--- src/rtl/core/pfre_pkg.sv ---
package pfre_pkg;
  localparam int FRAME_COUNT_D = 16;
  localparam int PAGE_BITS_D = 16;
  localparam int DATA_BITS_D = 32;
  localparam int USE_BITS = 16;
  localparam int SLOT_BITS = 4;
  localparam int CNT_BITS = 32;
  localparam int CFG_IDX_BITS = 1;
  localparam int CFG_DATA_BITS = 5;

  localparam logic [CFG_IDX_BITS-1:0] REG_POLICY = 1'd0;
  localparam logic [CFG_IDX_BITS-1:0] REG_FRAMES = 1'd1;

  localparam logic [1:0] POL_FIFO = 2'd0;
  localparam logic [1:0] POL_CLOCK = 2'd1;
  localparam logic [1:0] POL_LEAST = 2'd2;

  typedef enum logic [2:0] {
    ST_IDLE,
    ST_READ,
    ST_SEARCH,
    ST_SWEEP,
    ST_WRITE
  } state_t;
endpackage

--- src/rtl/core/pfre_ram.sv ---
module pfre_ram #(
  parameter int WIDTH = 8,
  parameter int DEPTH = 16
) (
  input  logic                     clk,
  input  logic                     we,
  input  logic [$clog2(DEPTH)-1:0] waddr,
  input  logic [WIDTH-1:0]         wdata,
  input  logic [$clog2(DEPTH)-1:0] raddr,
  output logic [WIDTH-1:0]         rdata
);
  logic [WIDTH-1:0] mem [DEPTH];

  always_ff @(posedge clk) begin
    if (we) begin
      mem[waddr] <= wdata;
    end
    rdata <= mem[raddr];
  end
endmodule

--- src/rtl/core/page_frame_replacement_engine_core.sv ---
// Page frame replacement engine.
// Input: pulse in start with req_type, page_index, write_value and
// backing_value while busy is low; the transaction is taken at that edge.
// Configuration: cfg_we with cfg_index (0 policy, 1 frames in use) and
// cfg_data, to be written only while busy is low; the block does not enforce it.
// Output: out_strobe is high for one cycle with all result fields; the
// receiver cannot stall, so results are never held.
// Page and data words live in two single-port-write RAMs; tag, valid,
// referenced, modified and use counts sit in flops per frame.
// Flow: a hit is busy through a tag match with RAM read, then an update;
// the strobe follows in the next cycle, and the next start is taken once
// busy is low again. A free-frame or FIFO miss takes the same path. Least
// use count adds a scan of one frame per cycle; second chance adds a
// sweep of one frame per cycle until an unreferenced frame is found.
// The registered RAM read ahead of the update is part of every transaction.
// Reset: valid, referenced, modified, use counts, pointers and counters
// clear at once; no clearing pass is needed.
module page_frame_replacement_engine_core #(
  parameter int FRAME_COUNT = pfre_pkg::FRAME_COUNT_D,
  parameter int PAGE_BITS = pfre_pkg::PAGE_BITS_D,
  parameter int DATA_BITS = pfre_pkg::DATA_BITS_D
) (
  input  logic                               clk,
  input  logic                               rst_n,
  input  logic                               start,
  output logic                               busy,
  input  logic                               in_req_type,
  input  logic [PAGE_BITS-1:0]               in_page_index,
  input  logic signed [DATA_BITS-1:0]        in_write_value,
  input  logic signed [DATA_BITS-1:0]        in_backing_value,
  input  logic                               cfg_we,
  input  logic [pfre_pkg::CFG_IDX_BITS-1:0]  cfg_index,
  input  logic [pfre_pkg::CFG_DATA_BITS-1:0] cfg_data,
  output logic                               out_strobe,
  output logic signed [DATA_BITS-1:0]        out_read_value,
  output logic                               out_was_hit,
  output logic [pfre_pkg::SLOT_BITS-1:0]     out_frame_slot,
  output logic                               out_writeback_valid,
  output logic [PAGE_BITS-1:0]               out_writeback_page,
  output logic signed [DATA_BITS-1:0]        out_writeback_value,
  output logic [pfre_pkg::CNT_BITS-1:0]      out_hit_total,
  output logic [pfre_pkg::CNT_BITS-1:0]      out_miss_total,
  output logic [pfre_pkg::CNT_BITS-1:0]      out_writeback_total
);
  localparam int FB = (FRAME_COUNT > 1) ? $clog2(FRAME_COUNT) : 1;
  localparam int NB = $clog2(FRAME_COUNT + 1);
  localparam int UB = pfre_pkg::USE_BITS;
  localparam int CB = pfre_pkg::CNT_BITS;
  localparam int SB = pfre_pkg::SLOT_BITS;
  localparam logic [UB-1:0] USE_MAX = {UB{1'b1}};

  pfre_pkg::state_t state_r, state_nxt;

  logic [1:0]  policy_r;
  logic [4:0]  frames_r;
  logic [FRAME_COUNT-1:0] valid_r, ref_r, mod_r;
  logic [PAGE_BITS-1:0] tag_r [FRAME_COUNT];
  logic [UB-1:0] use_r [FRAME_COUNT];
  logic [FB-1:0] fifo_r, hand_r;
  logic [CB-1:0] hits_r, misses_r, wbs_r;

  logic is_wr_r;
  logic [PAGE_BITS-1:0] page_r;
  logic [DATA_BITS-1:0] wval_r, bval_r;
  logic hit_r;
  logic [FB-1:0] slot_r, scan_r, best_r;
  logic [NB-1:0] n_act;

  logic ram_we;
  logic [FB-1:0] ram_waddr, ram_raddr;
  logic [PAGE_BITS-1:0] pram_rdata;
  logic [DATA_BITS-1:0] dram_wdata, dram_rdata;

  assign busy = (state_r != pfre_pkg::ST_IDLE);

  always_comb begin
    n_act = NB'(frames_r);
    if (frames_r == 5'd0) n_act = NB'(1);
    if ({27'd0, frames_r} > 32'(FRAME_COUNT)) n_act = NB'(FRAME_COUNT);
  end

  logic hit_c;
  logic [FB-1:0] hslot_c, free_c;
  logic free_ok_c;
  always_comb begin
    hit_c = 1'b0;
    hslot_c = '0;
    free_ok_c = 1'b0;
    free_c = '0;
    for (int i = FRAME_COUNT - 1; i >= 0; i--) begin
      if (NB'(i) < n_act) begin
        if (valid_r[i] && tag_r[i] == page_r) begin
          hit_c = 1'b1;
          hslot_c = FB'(i);
        end
        if (!valid_r[i]) begin
          free_ok_c = 1'b1;
          free_c = FB'(i);
        end
      end
    end
  end

  function automatic logic [FB-1:0] wrap_inc(input logic [FB-1:0] v, input logic [NB-1:0] n);
    logic [NB:0] s;
    s = {1'b0, NB'(v)} + 1'b1;
    return (s >= {1'b0, n}) ? '0 : FB'(s);
  endfunction

  logic [FB-1:0] hand_c, fifo_c;
  assign hand_c = (NB'(hand_r) >= n_act) ? '0 : hand_r;
  assign fifo_c = (NB'(fifo_r) >= n_act) ? '0 : fifo_r;

  logic last_scan;
  assign last_scan = (NB'(scan_r) + NB'(1) >= n_act);

  logic wb_c;
  assign wb_c = !hit_r && valid_r[slot_r] && mod_r[slot_r];

  always_ff @(posedge clk) begin
    if (!rst_n) begin
      state_r <= pfre_pkg::ST_IDLE;
    end else begin
      state_r <= state_nxt;
    end
  end

  always_comb begin
    state_nxt = state_r;
    unique case (state_r)
      pfre_pkg::ST_IDLE: if (start) state_nxt = pfre_pkg::ST_READ;
      pfre_pkg::ST_READ: begin
        if (hit_c || free_ok_c || (policy_r != pfre_pkg::POL_CLOCK &&
            policy_r != pfre_pkg::POL_LEAST)) state_nxt = pfre_pkg::ST_WRITE;
        else if (policy_r == pfre_pkg::POL_CLOCK) state_nxt = pfre_pkg::ST_SWEEP;
        else state_nxt = pfre_pkg::ST_SEARCH;
      end
      pfre_pkg::ST_SEARCH: if (last_scan) state_nxt = pfre_pkg::ST_WRITE;
      pfre_pkg::ST_SWEEP: if (!ref_r[hand_r]) state_nxt = pfre_pkg::ST_WRITE;
      pfre_pkg::ST_WRITE: state_nxt = pfre_pkg::ST_IDLE;
      default: state_nxt = pfre_pkg::ST_IDLE;
    endcase
  end

  always_ff @(posedge clk) begin
    if (!rst_n) begin
      policy_r <= pfre_pkg::POL_FIFO;
      frames_r <= 5'd16;
      valid_r <= '0;
      ref_r <= '0;
      mod_r <= '0;
      fifo_r <= '0;
      hand_r <= '0;
      hits_r <= '0;
      misses_r <= '0;
      wbs_r <= '0;
      out_strobe <= 1'b0;
      for (int i = 0; i < FRAME_COUNT; i++) use_r[i] <= '0;
    end else begin
      out_strobe <= (state_r == pfre_pkg::ST_WRITE);
      if (cfg_we) begin
        unique case (cfg_index)
          pfre_pkg::REG_POLICY: policy_r <= cfg_data[1:0];
          pfre_pkg::REG_FRAMES: frames_r <= cfg_data;
          default: ;
        endcase
      end
      case (state_r)
        pfre_pkg::ST_READ: begin
          hit_r <= hit_c;
          scan_r <= '0;
          best_r <= '0;
          if (hit_c) slot_r <= hslot_c;
          else if (free_ok_c) slot_r <= free_c;
          else if (policy_r == pfre_pkg::POL_CLOCK) hand_r <= hand_c;
          else if (policy_r != pfre_pkg::POL_LEAST) begin
            slot_r <= fifo_c;
            fifo_r <= wrap_inc(fifo_c, n_act);
          end
        end
        pfre_pkg::ST_SEARCH: begin
          if (use_r[scan_r] < use_r[best_r]) best_r <= scan_r;
          scan_r <= wrap_inc(scan_r, n_act);
          if (last_scan) slot_r <= (use_r[scan_r] < use_r[best_r]) ? scan_r : best_r;
        end
        pfre_pkg::ST_SWEEP: begin
          if (!ref_r[hand_r]) slot_r <= hand_r;
          else begin
            ref_r[hand_r] <= 1'b0;
            hand_r <= wrap_inc(hand_r, n_act);
          end
        end
        pfre_pkg::ST_WRITE: begin
          out_was_hit <= hit_r;
          out_frame_slot <= SB'(slot_r);
          out_writeback_valid <= wb_c;
          out_writeback_page <= wb_c ? pram_rdata : '0;
          out_writeback_value <= wb_c ? dram_rdata : '0;
          out_writeback_total <= wb_c ? wbs_r + 1'b1 : wbs_r;
          valid_r[slot_r] <= 1'b1;
          if (hit_r) begin
            hits_r <= hits_r + 1'b1;
            out_hit_total <= hits_r + 1'b1;
            out_miss_total <= misses_r;
            if (use_r[slot_r] != USE_MAX) use_r[slot_r] <= use_r[slot_r] + 1'b1;
            ref_r[slot_r] <= 1'b1;
            if (is_wr_r) mod_r[slot_r] <= 1'b1;
            out_read_value <= is_wr_r ? '0 : dram_rdata;
          end else begin
            misses_r <= misses_r + 1'b1;
            out_hit_total <= hits_r;
            out_miss_total <= misses_r + 1'b1;
            if (wb_c) wbs_r <= wbs_r + 1'b1;
            mod_r[slot_r] <= is_wr_r;
            tag_r[slot_r] <= page_r;
            if (policy_r == pfre_pkg::POL_LEAST) use_r[slot_r] <= '0;
            if (policy_r == pfre_pkg::POL_CLOCK) ref_r[slot_r] <= 1'b1;
            out_read_value <= is_wr_r ? '0 : bval_r;
          end
        end
        default: ;
      endcase
    end
  end

  always_ff @(posedge clk) begin
    if (state_r == pfre_pkg::ST_IDLE && start) begin
      is_wr_r <= in_req_type;
      page_r <= in_page_index;
      wval_r <= in_write_value;
      bval_r <= in_backing_value;
    end
  end

  // RAM read address is the chosen slot; read lands in time for ST_WRITE
  always_comb begin
    ram_raddr = slot_r;
    if (state_r == pfre_pkg::ST_READ) begin
      if (hit_c) ram_raddr = hslot_c;
      else if (free_ok_c) ram_raddr = free_c;
      else ram_raddr = fifo_c;
    end else if (state_r == pfre_pkg::ST_SEARCH && last_scan) begin
      ram_raddr = (use_r[scan_r] < use_r[best_r]) ? scan_r : best_r;
    end else if (state_r == pfre_pkg::ST_SWEEP) begin
      ram_raddr = hand_r;
    end
  end

  assign ram_we = (state_r == pfre_pkg::ST_WRITE) && (is_wr_r || !hit_r);
  assign ram_waddr = slot_r;
  assign dram_wdata = is_wr_r ? wval_r : bval_r;

  pfre_ram #(.WIDTH(PAGE_BITS), .DEPTH(1 << FB)) u_page_ram (
    .clk(clk), .we(ram_we && !hit_r), .waddr(ram_waddr), .wdata(page_r),
    .raddr(ram_raddr), .rdata(pram_rdata)
  );

  pfre_ram #(.WIDTH(DATA_BITS), .DEPTH(1 << FB)) u_data_ram (
    .clk(clk), .we(ram_we), .waddr(ram_waddr), .wdata(dram_wdata),
    .raddr(ram_raddr), .rdata(dram_rdata)
  );

  a_strobe_after_write: assert property (@(posedge clk) disable iff (!rst_n)
    state_r == pfre_pkg::ST_WRITE |=> out_strobe) else $error("no strobe");
  a_no_start_busy: assert property (@(posedge clk) disable iff (!rst_n)
    out_strobe |-> state_r == pfre_pkg::ST_IDLE) else $error("strobe while busy");
  a_slot_range: assert property (@(posedge clk) disable iff (!rst_n)
    out_strobe |-> NB'(out_frame_slot) < n_act) else $error("slot out of range");
  a_wb_miss: assert property (@(posedge clk) disable iff (!rst_n)
    out_strobe && out_writeback_valid |-> !out_was_hit) else $error("wb on hit");
endmodule

--- config.mk ---
export PLATFORM = sky130hd
export DESIGN_NAME = page_frame_replacement_engine_core
export DESIGN_NICKNAME = d
export VERILOG_FILES = /design/src/rtl/core/pfre_pkg.sv /design/src/rtl/core/pfre_ram.sv /design/src/rtl/core/page_frame_replacement_engine_core.sv
export SDC_FILE = /design/constraint.sdc
export NUM_CORES = 2
export LEC_CHECK = 0
export BUFFER_PORTS_ARGS = -buffer_cell sky130_fd_sc_hd__buf_2
export CAP_MARGIN = 20
export CELL_PAD_IN_SITES_DETAIL_PLACEMENT = 1
export CELL_PAD_IN_SITES_GLOBAL_PLACEMENT = 1
export CORE_AREA = 2 2 445 447
export DETAILED_ROUTE_END_ITERATION = 10
export DIE_AREA = 0 0 447 449
export PLACE_DENSITY = 0.68
export SYNTH_ARGS = -nofsm -noshare
export SYNTH_HDL_FRONTEND = slang
export SYNTH_SLANG_ARGS = --single-unit
--- constraint.sdc ---
create_clock -name clk -period 9.9 [get_ports clk]
set_input_delay 1.485 -clock clk [delete_from_list [all_inputs] [get_ports clk]]
set_output_delay 1.485 -clock clk [all_outputs]
set_load 0.1 [all_outputs]
# [Word level (Yosys, flattened, before mapping)]
# Memory sizes are Yosys's and may differ from the RTL's. A register that Yosys moved wholly into a read port is not among the register bits.
# Cells that the tools add are included.
[totals] reg_bits=439 ram_bits=1280 n_memories=4 inputBits=91 output_inout_bits=184 wordCells=377
[mem_list] name="u_data_ram.mem" depth=16 width=32 read_ports=1 rd_ports_with_merged_regs=1 write_ports=1 line="pfre_ram.sv:12" rtl="logic [WIDTH-1:0] mem [DEPTH];"
[mem_list] name="tag_r" depth=16 width=16 read_ports=16 rd_ports_with_merged_regs=0 write_ports=1 line="page_frame_replacement_engine_core.sv:57" rtl="logic [PAGE_BITS-1:0] tag_r [FRAME_COUNT];"
[mem_list] name="u_page_ram.mem" depth=16 width=16 read_ports=1 rd_ports_with_merged_regs=1 write_ports=1 line="pfre_ram.sv:12"
[mem_list] name="use_r" depth=16 width=16 read_ports=3 rd_ports_with_merged_regs=3 write_ports=16 line="page_frame_replacement_engine_core.sv:58" rtl="logic [UB-1:0] use_r [FRAME_COUNT];"
[classes] bitwise=11 n_mux=211 n_eq_ne=37 n_reduce_logical=49 magnitude_cmp=28 add_sub_neg=8
[ops] op="$mux 4" count=89
[ops] op="$eq 16x16->1" count=16
[ops] op="$mux 32" count=7
[ops] op="$mux 16" count=7
[ops] op="$add 32x1->32 const B" count=3
[ops] op="$mux 1" count=90
[ops] op="$or 16x16->16" count=3
[ops] op="$lt 4x5->1 const A" count=8
[ops] op="$pmux 16 s2" count=1
[ops] op="$logic_and 1x1->1" count=25
[ops] op="$pmux 4 s2" count=3
[ops] op="$add 4x1->5 const B" count=4
[ops] op="$ge 5x5->1" count=4
[ops] op="$lt 3x5->1 const A" count=4
[ops] op="$ne 2x2->1 const B" count=10
[ops] op="$add 16x1->16 const B" count=1
[ops] op="$and 16x16->16" count=1
[ops] op="$bwmux 16" count=1
[ops] op="$lt 16x16->1" count=1
[ops] op="$ne 16x16->1 const B" count=1
[ops] op="$not 16->16" count=1
[ops] op="$reduce_or 16->1" count=1
[ops] op="$reduce_and 2->1" count=7
[ops] op="$bmux 1 s4" count=3
[ops] op="other kinds (30)" count=53

# [Depth between registers and ports, before layout]
[logic_depth] depth_word=39 mapped_depth=22 mapped_depth_nobuf=20

# [Cells and area by module]
# From an unflattened synthesis, not the netlist that was laid out.
[hier_totals] hier_cells=4889 hier_area_um2=77441.8
[modules_own_cells] module="page_frame_replacement_engine_core" area_each_um2=47564.4 n_inst=1 seq_area_each_um2=27166.1 cells_per_inst=3619
[modules_own_cells] module="pfre_ram at u_data_ram" area_each_um2=19835.3 n_inst=1 seq_area_each_um2=16015.4 cells_per_inst=838
[modules_own_cells] module="pfre_ram at u_page_ram" area_each_um2=10042.1 n_inst=1 seq_area_each_um2=8007.7 cells_per_inst=432

# [Worst setup path before layout]
# No wires, ideal clock.
[synth_path] kind="in2reg" startpoint="input port rst_n" endpoint="memory use_r[1][0] (netlist bit), enable pin" arrival_ns=7.354 path_slack_ns=2.174 setup_ns=0.372 required_ns=9.528 cell_stages=9 n_path_buf=2 path_cell_list="and3_1 -> nand2_1 -> a41o_1 -> nand2_1 -> and3b_1 -> clkbuf_1 -> nand2_1 -> buf_2 -> nand2_1"
[synth_lines] item="start: declaration" line="page_frame_replacement_engine_core.sv:24" rtl="input logic rst_n,"
[synth_lines] item="end: declaration" line="page_frame_replacement_engine_core.sv:58"

==> summary.txt <==
Clock tree
  – Longest Clk Path Bufs: 3
  – Total clock buffers created by CTS: 189
  – Post-CTS sizing: 0
  – Clk_lat worst skew: 0.90 ns
  – H-Tree Depth: 4
  – Worst-path clk slew: 0.06 ns
  – CTS sink count: 1,779
  – CTS Hold Buffers Added: 0
  – Root buffer cell: clkbuf_16
  – CTS tree: yes
  – Setup bufs post-CTS: 0

Cells and area
  – Layout overhead on the synthesized area: 14.0%
  – Cell area after layout: 88,700 um2
  – Share of layout cells above drive strength 1: 0.194
  – Nets: 5,612
  – Non-filler cells, final: 8,279

Timing
  – Slew headroom: 0.193
  – Fin crit share: 0.747
  – Max Slew Vio Count: 0
  – # setup viols final: 0
  – RSZ-0062 raised after global routing: false
  – Final min period: 7.40 ns
  – Slew @ Worst Pin: 1.20 ns
  – Final hold vios: 0
  – Fin Setup TNS: 0 ns
  – Peak Freq: 0.135 GHz
  – Fin worst setup slack: 2.50 ns
  – Fin Clk Skew: 0.112 ns

Die
  – # rows: 163
  – DIE WIDTH: 447 um
  – IO Pins: 275
  – Core area: 196,000 um2
  – Die ar.: 201,000 um2
  – Initial core utilization: 0.397
  – Die height: 449 um

Logic synthesis
  – Post-synth top flop: edfxtp_1
  – Synth warnings: 0
  – Synthesized area: 77,900 um2
  – Mapped Cells: 5,186
  – #FFs+latches synth: 1,779
  – Sequential element share of the synthesized area: 0.657
  – Ys async rst share: 0
  – Syn Area/Cell: 15.0 um2
  – Number of synthesized flops with an enable pin: 1,556
  – Yosys cell types: 82
  – Syn Nets: 5,327

Worst setup path
  – Buffer and inverter count on the worst path: 2
  – Critical path data required time: 10.64 ns
  – Critical Path, Cell by Cell: buf_4 > mux4_2 > mux4_2 > ha_1 > nand2_1 > a2bb2oi_1 > nand3_1 > a221oi_2 > o21ai_4 > a32oi_1 > o221ai_1 > nand3_2 > or3_2 > buf_4 > o22ai_1 > or4_1
  – Slowest cell on crit path: dfxtp_4
  – CP Launch Type: flip-flop
  – CP delay by family, top: compound AO/OA/AOI/OAI gates
  – Slowest stage delay, CP: 0.98 ns
  – CP Class: reg2reg
  – CP Max Fanout: 41
  – CP Capture Type: flip-flop
  – WP data arrival: 8.14 ns

Placed design
  – DP Area: 82,200 um2
  – IO buf count: 274
  – Placed Cells: 7,917
  – GP Congestion: 0.811
  – Pre-CTS WS: 2.44 ns
  – Post-DP HPWL: 127 mm

Pwr
  – Worst vdd rail ir drop: 0.169 mV
  – Leakage power: 0.0309 uW
  – Pwr/cell area: 191 nW/um2

Routing
  – Vias/cell: 5.64
  – Drt drc: 0
  – Wire per inst: 26.6 um
  – Initial DRC count: 3,942
  – Final WL: 220 mm
  – Vias post-DR: 46,700
  – DRT antenna net count: 0
  – DRT Pass-1 Iters: 5

Global routing
  – Overall global routing resource usage: 0.217
  – Vias in the first global route: 48,800
  – Initial antenna violation count: 5
  – First-pass GRT wire length: 325 mm
  – Congestion Overflow GR: 0
  – Largest net degree at the start of global routing: 123

Run
  – Maxcap violations: 0

Run status
  – Status: complete, no violations

Min path
  – Hold Path Class: reg2reg
logic make-up after synthesis:
| logic type | Yosys count | synth area share |
|---|---|---|
| xor gates and xnor gates | 437 | 0.0492 |
| and+or+nand+nor | 1369 | 0.0888 |
| AOI/OAI and AO/OA | 473 | 0.0401 |
| adders and majority gates | 50 | 0.00804 |
| muxes | 723 | 0.134 |
| buffers and inverters | 355 | 0.0226 |
| DFF | 1779 | 0.657 |
stage by stage:
step           utilization  total power (uW)  hold WS, ns
6_report             0.452             16900        0.460
5_1_grt              0.452             17400        0.481
3_5_place_dp         0.419              9840        0.449
4_1_cts              0.452             17100        0.462
2_1_floorplan            -              9420        0.421
3_3_place_gp         0.419              9800        0.440
where the power goes:
group	internal (uW)	leakage, uW	switching [uW]
combinational	433	0.0115	809
sequential	8320	0.0162	126
clock	4140	0.00312	3110
synthesized netlist by cell type, drive strengths merged (13+ instances only):
library cell / n / share of area
nand2: 258 / 0.012
nor4: 60 / 0.0053
and2: 139 / 0.011
a31oi: 25 / 0.0020
o22ai: 148 / 0.012
mux4: 245 / 0.071
mux2i: 385 / 0.049
nor2: 455 / 0.022
xnor2: 229 / 0.026
clkbuf: 147 / 0.0071
o21a: 16 / 0.0016
dfxtp: 223 / 0.057
inv: 49 / 0.0024
ha: 50 / 0.0080
or3: 40 / 0.0033
nor2b: 28 / 0.0022
buf: 157 / 0.013
xor2: 208 / 0.023
a21boi: 53 / 0.0051
nor3: 54 / 0.0035
nand3: 91 / 0.0060
a21oi: 36 / 0.0023
and3: 32 / 0.0026
nor4b: 13 / 0.0015
nand4: 59 / 0.0049
o21ai: 92 / 0.0061
mux2: 93 / 0.013
or4: 59 / 0.0057
edfxtp: 1556 / 0.60
nand2b: 27 / 0.0022
o2bb2ai: 48 / 0.0054
sequential cells by signal, indices dropped and copies added (netlist names), 256 cells and up, named ones only:
| signal | flops |
|---|---|
| use_r | 256 |
| u_page_ram.mem | 256 |
| u_data_ram.mem | 512 |
| tag_r | 256 |
area by class of cell:
| type | instances | area, um2 |
|---|---|---|
| Inverter | 51 | 191 |
| Sequential cell | 1779 | 51200 |
| Tap cell | 2640 | 3300 |
| Antenna cell | 3 | 7.51 |
| Fill cell | 19400 | 107000 |
| Clock buffer | 252 | 5180 |
| Clock inverter | 104 | 1260 |
| Multi-Input combinational cell | 3052 | 25100 |
| Timing Repair Buffer | 398 | 2440 |
cell usage in the layout (no fill, tap or decap), types with 23 or more instances in the layout:
cell       netlist  final
a21boi_0        52     52
a21oi_1         36     36
a31oi_1         25     25
and2_1         139    138
and3_1          32     30
buf_2           71    273
buf_4           30    114
clkbuf_1       147     42
clkbuf_16        0    189
clkinv_1         2     28
clkinv_2         0     38
dfxtp_1        223    217
edfxtp_1      1556   1556
ha_1            50     50
inv_1           49     49
mux2_2          83     83
mux2i_1        385    385
mux4_2         245    245
nand2_1        258    257
nand2b_1        27     27
nand3_1         88     86
nand4_1         58     58
nor2_1         454    421
nor2_4           1     23
nor2b_1         28     27
nor3_1          53     53
nor4_1          55     55
o21ai_0         87     87
o22ai_1        148    148
o2bb2ai_1       48     48
or3_1           39     36
or4_1           58     58
xnor2_1        229    229
xor2_1         208    208
worst paths after layout:
path	cells after the start	slack [ns]	startpoint	to
worst max register to register	16	2.50	flip-flop	u_data_ram.rdata[16]
worst min-delay path	0	0.46	page_r[4]	tag_r[6][4]
worst max-delay path	16	2.50	flip-flop	u_data_ram.rdata[16]
worst min register to register	0	0.46	page_r[4]	tag_r[6][4]
per-layer routing:
layer	global-route usage	vias up	part of all wire
li1	-	20300	-
met1	0.292	24500	0.43
met2	0.363	1417	0.49
met3	0.0342	358	0.055
met4	0.0641	2	0.027
met5	0	-	0.000082
No activity file was read; power rests on OpenSTA's default activity.
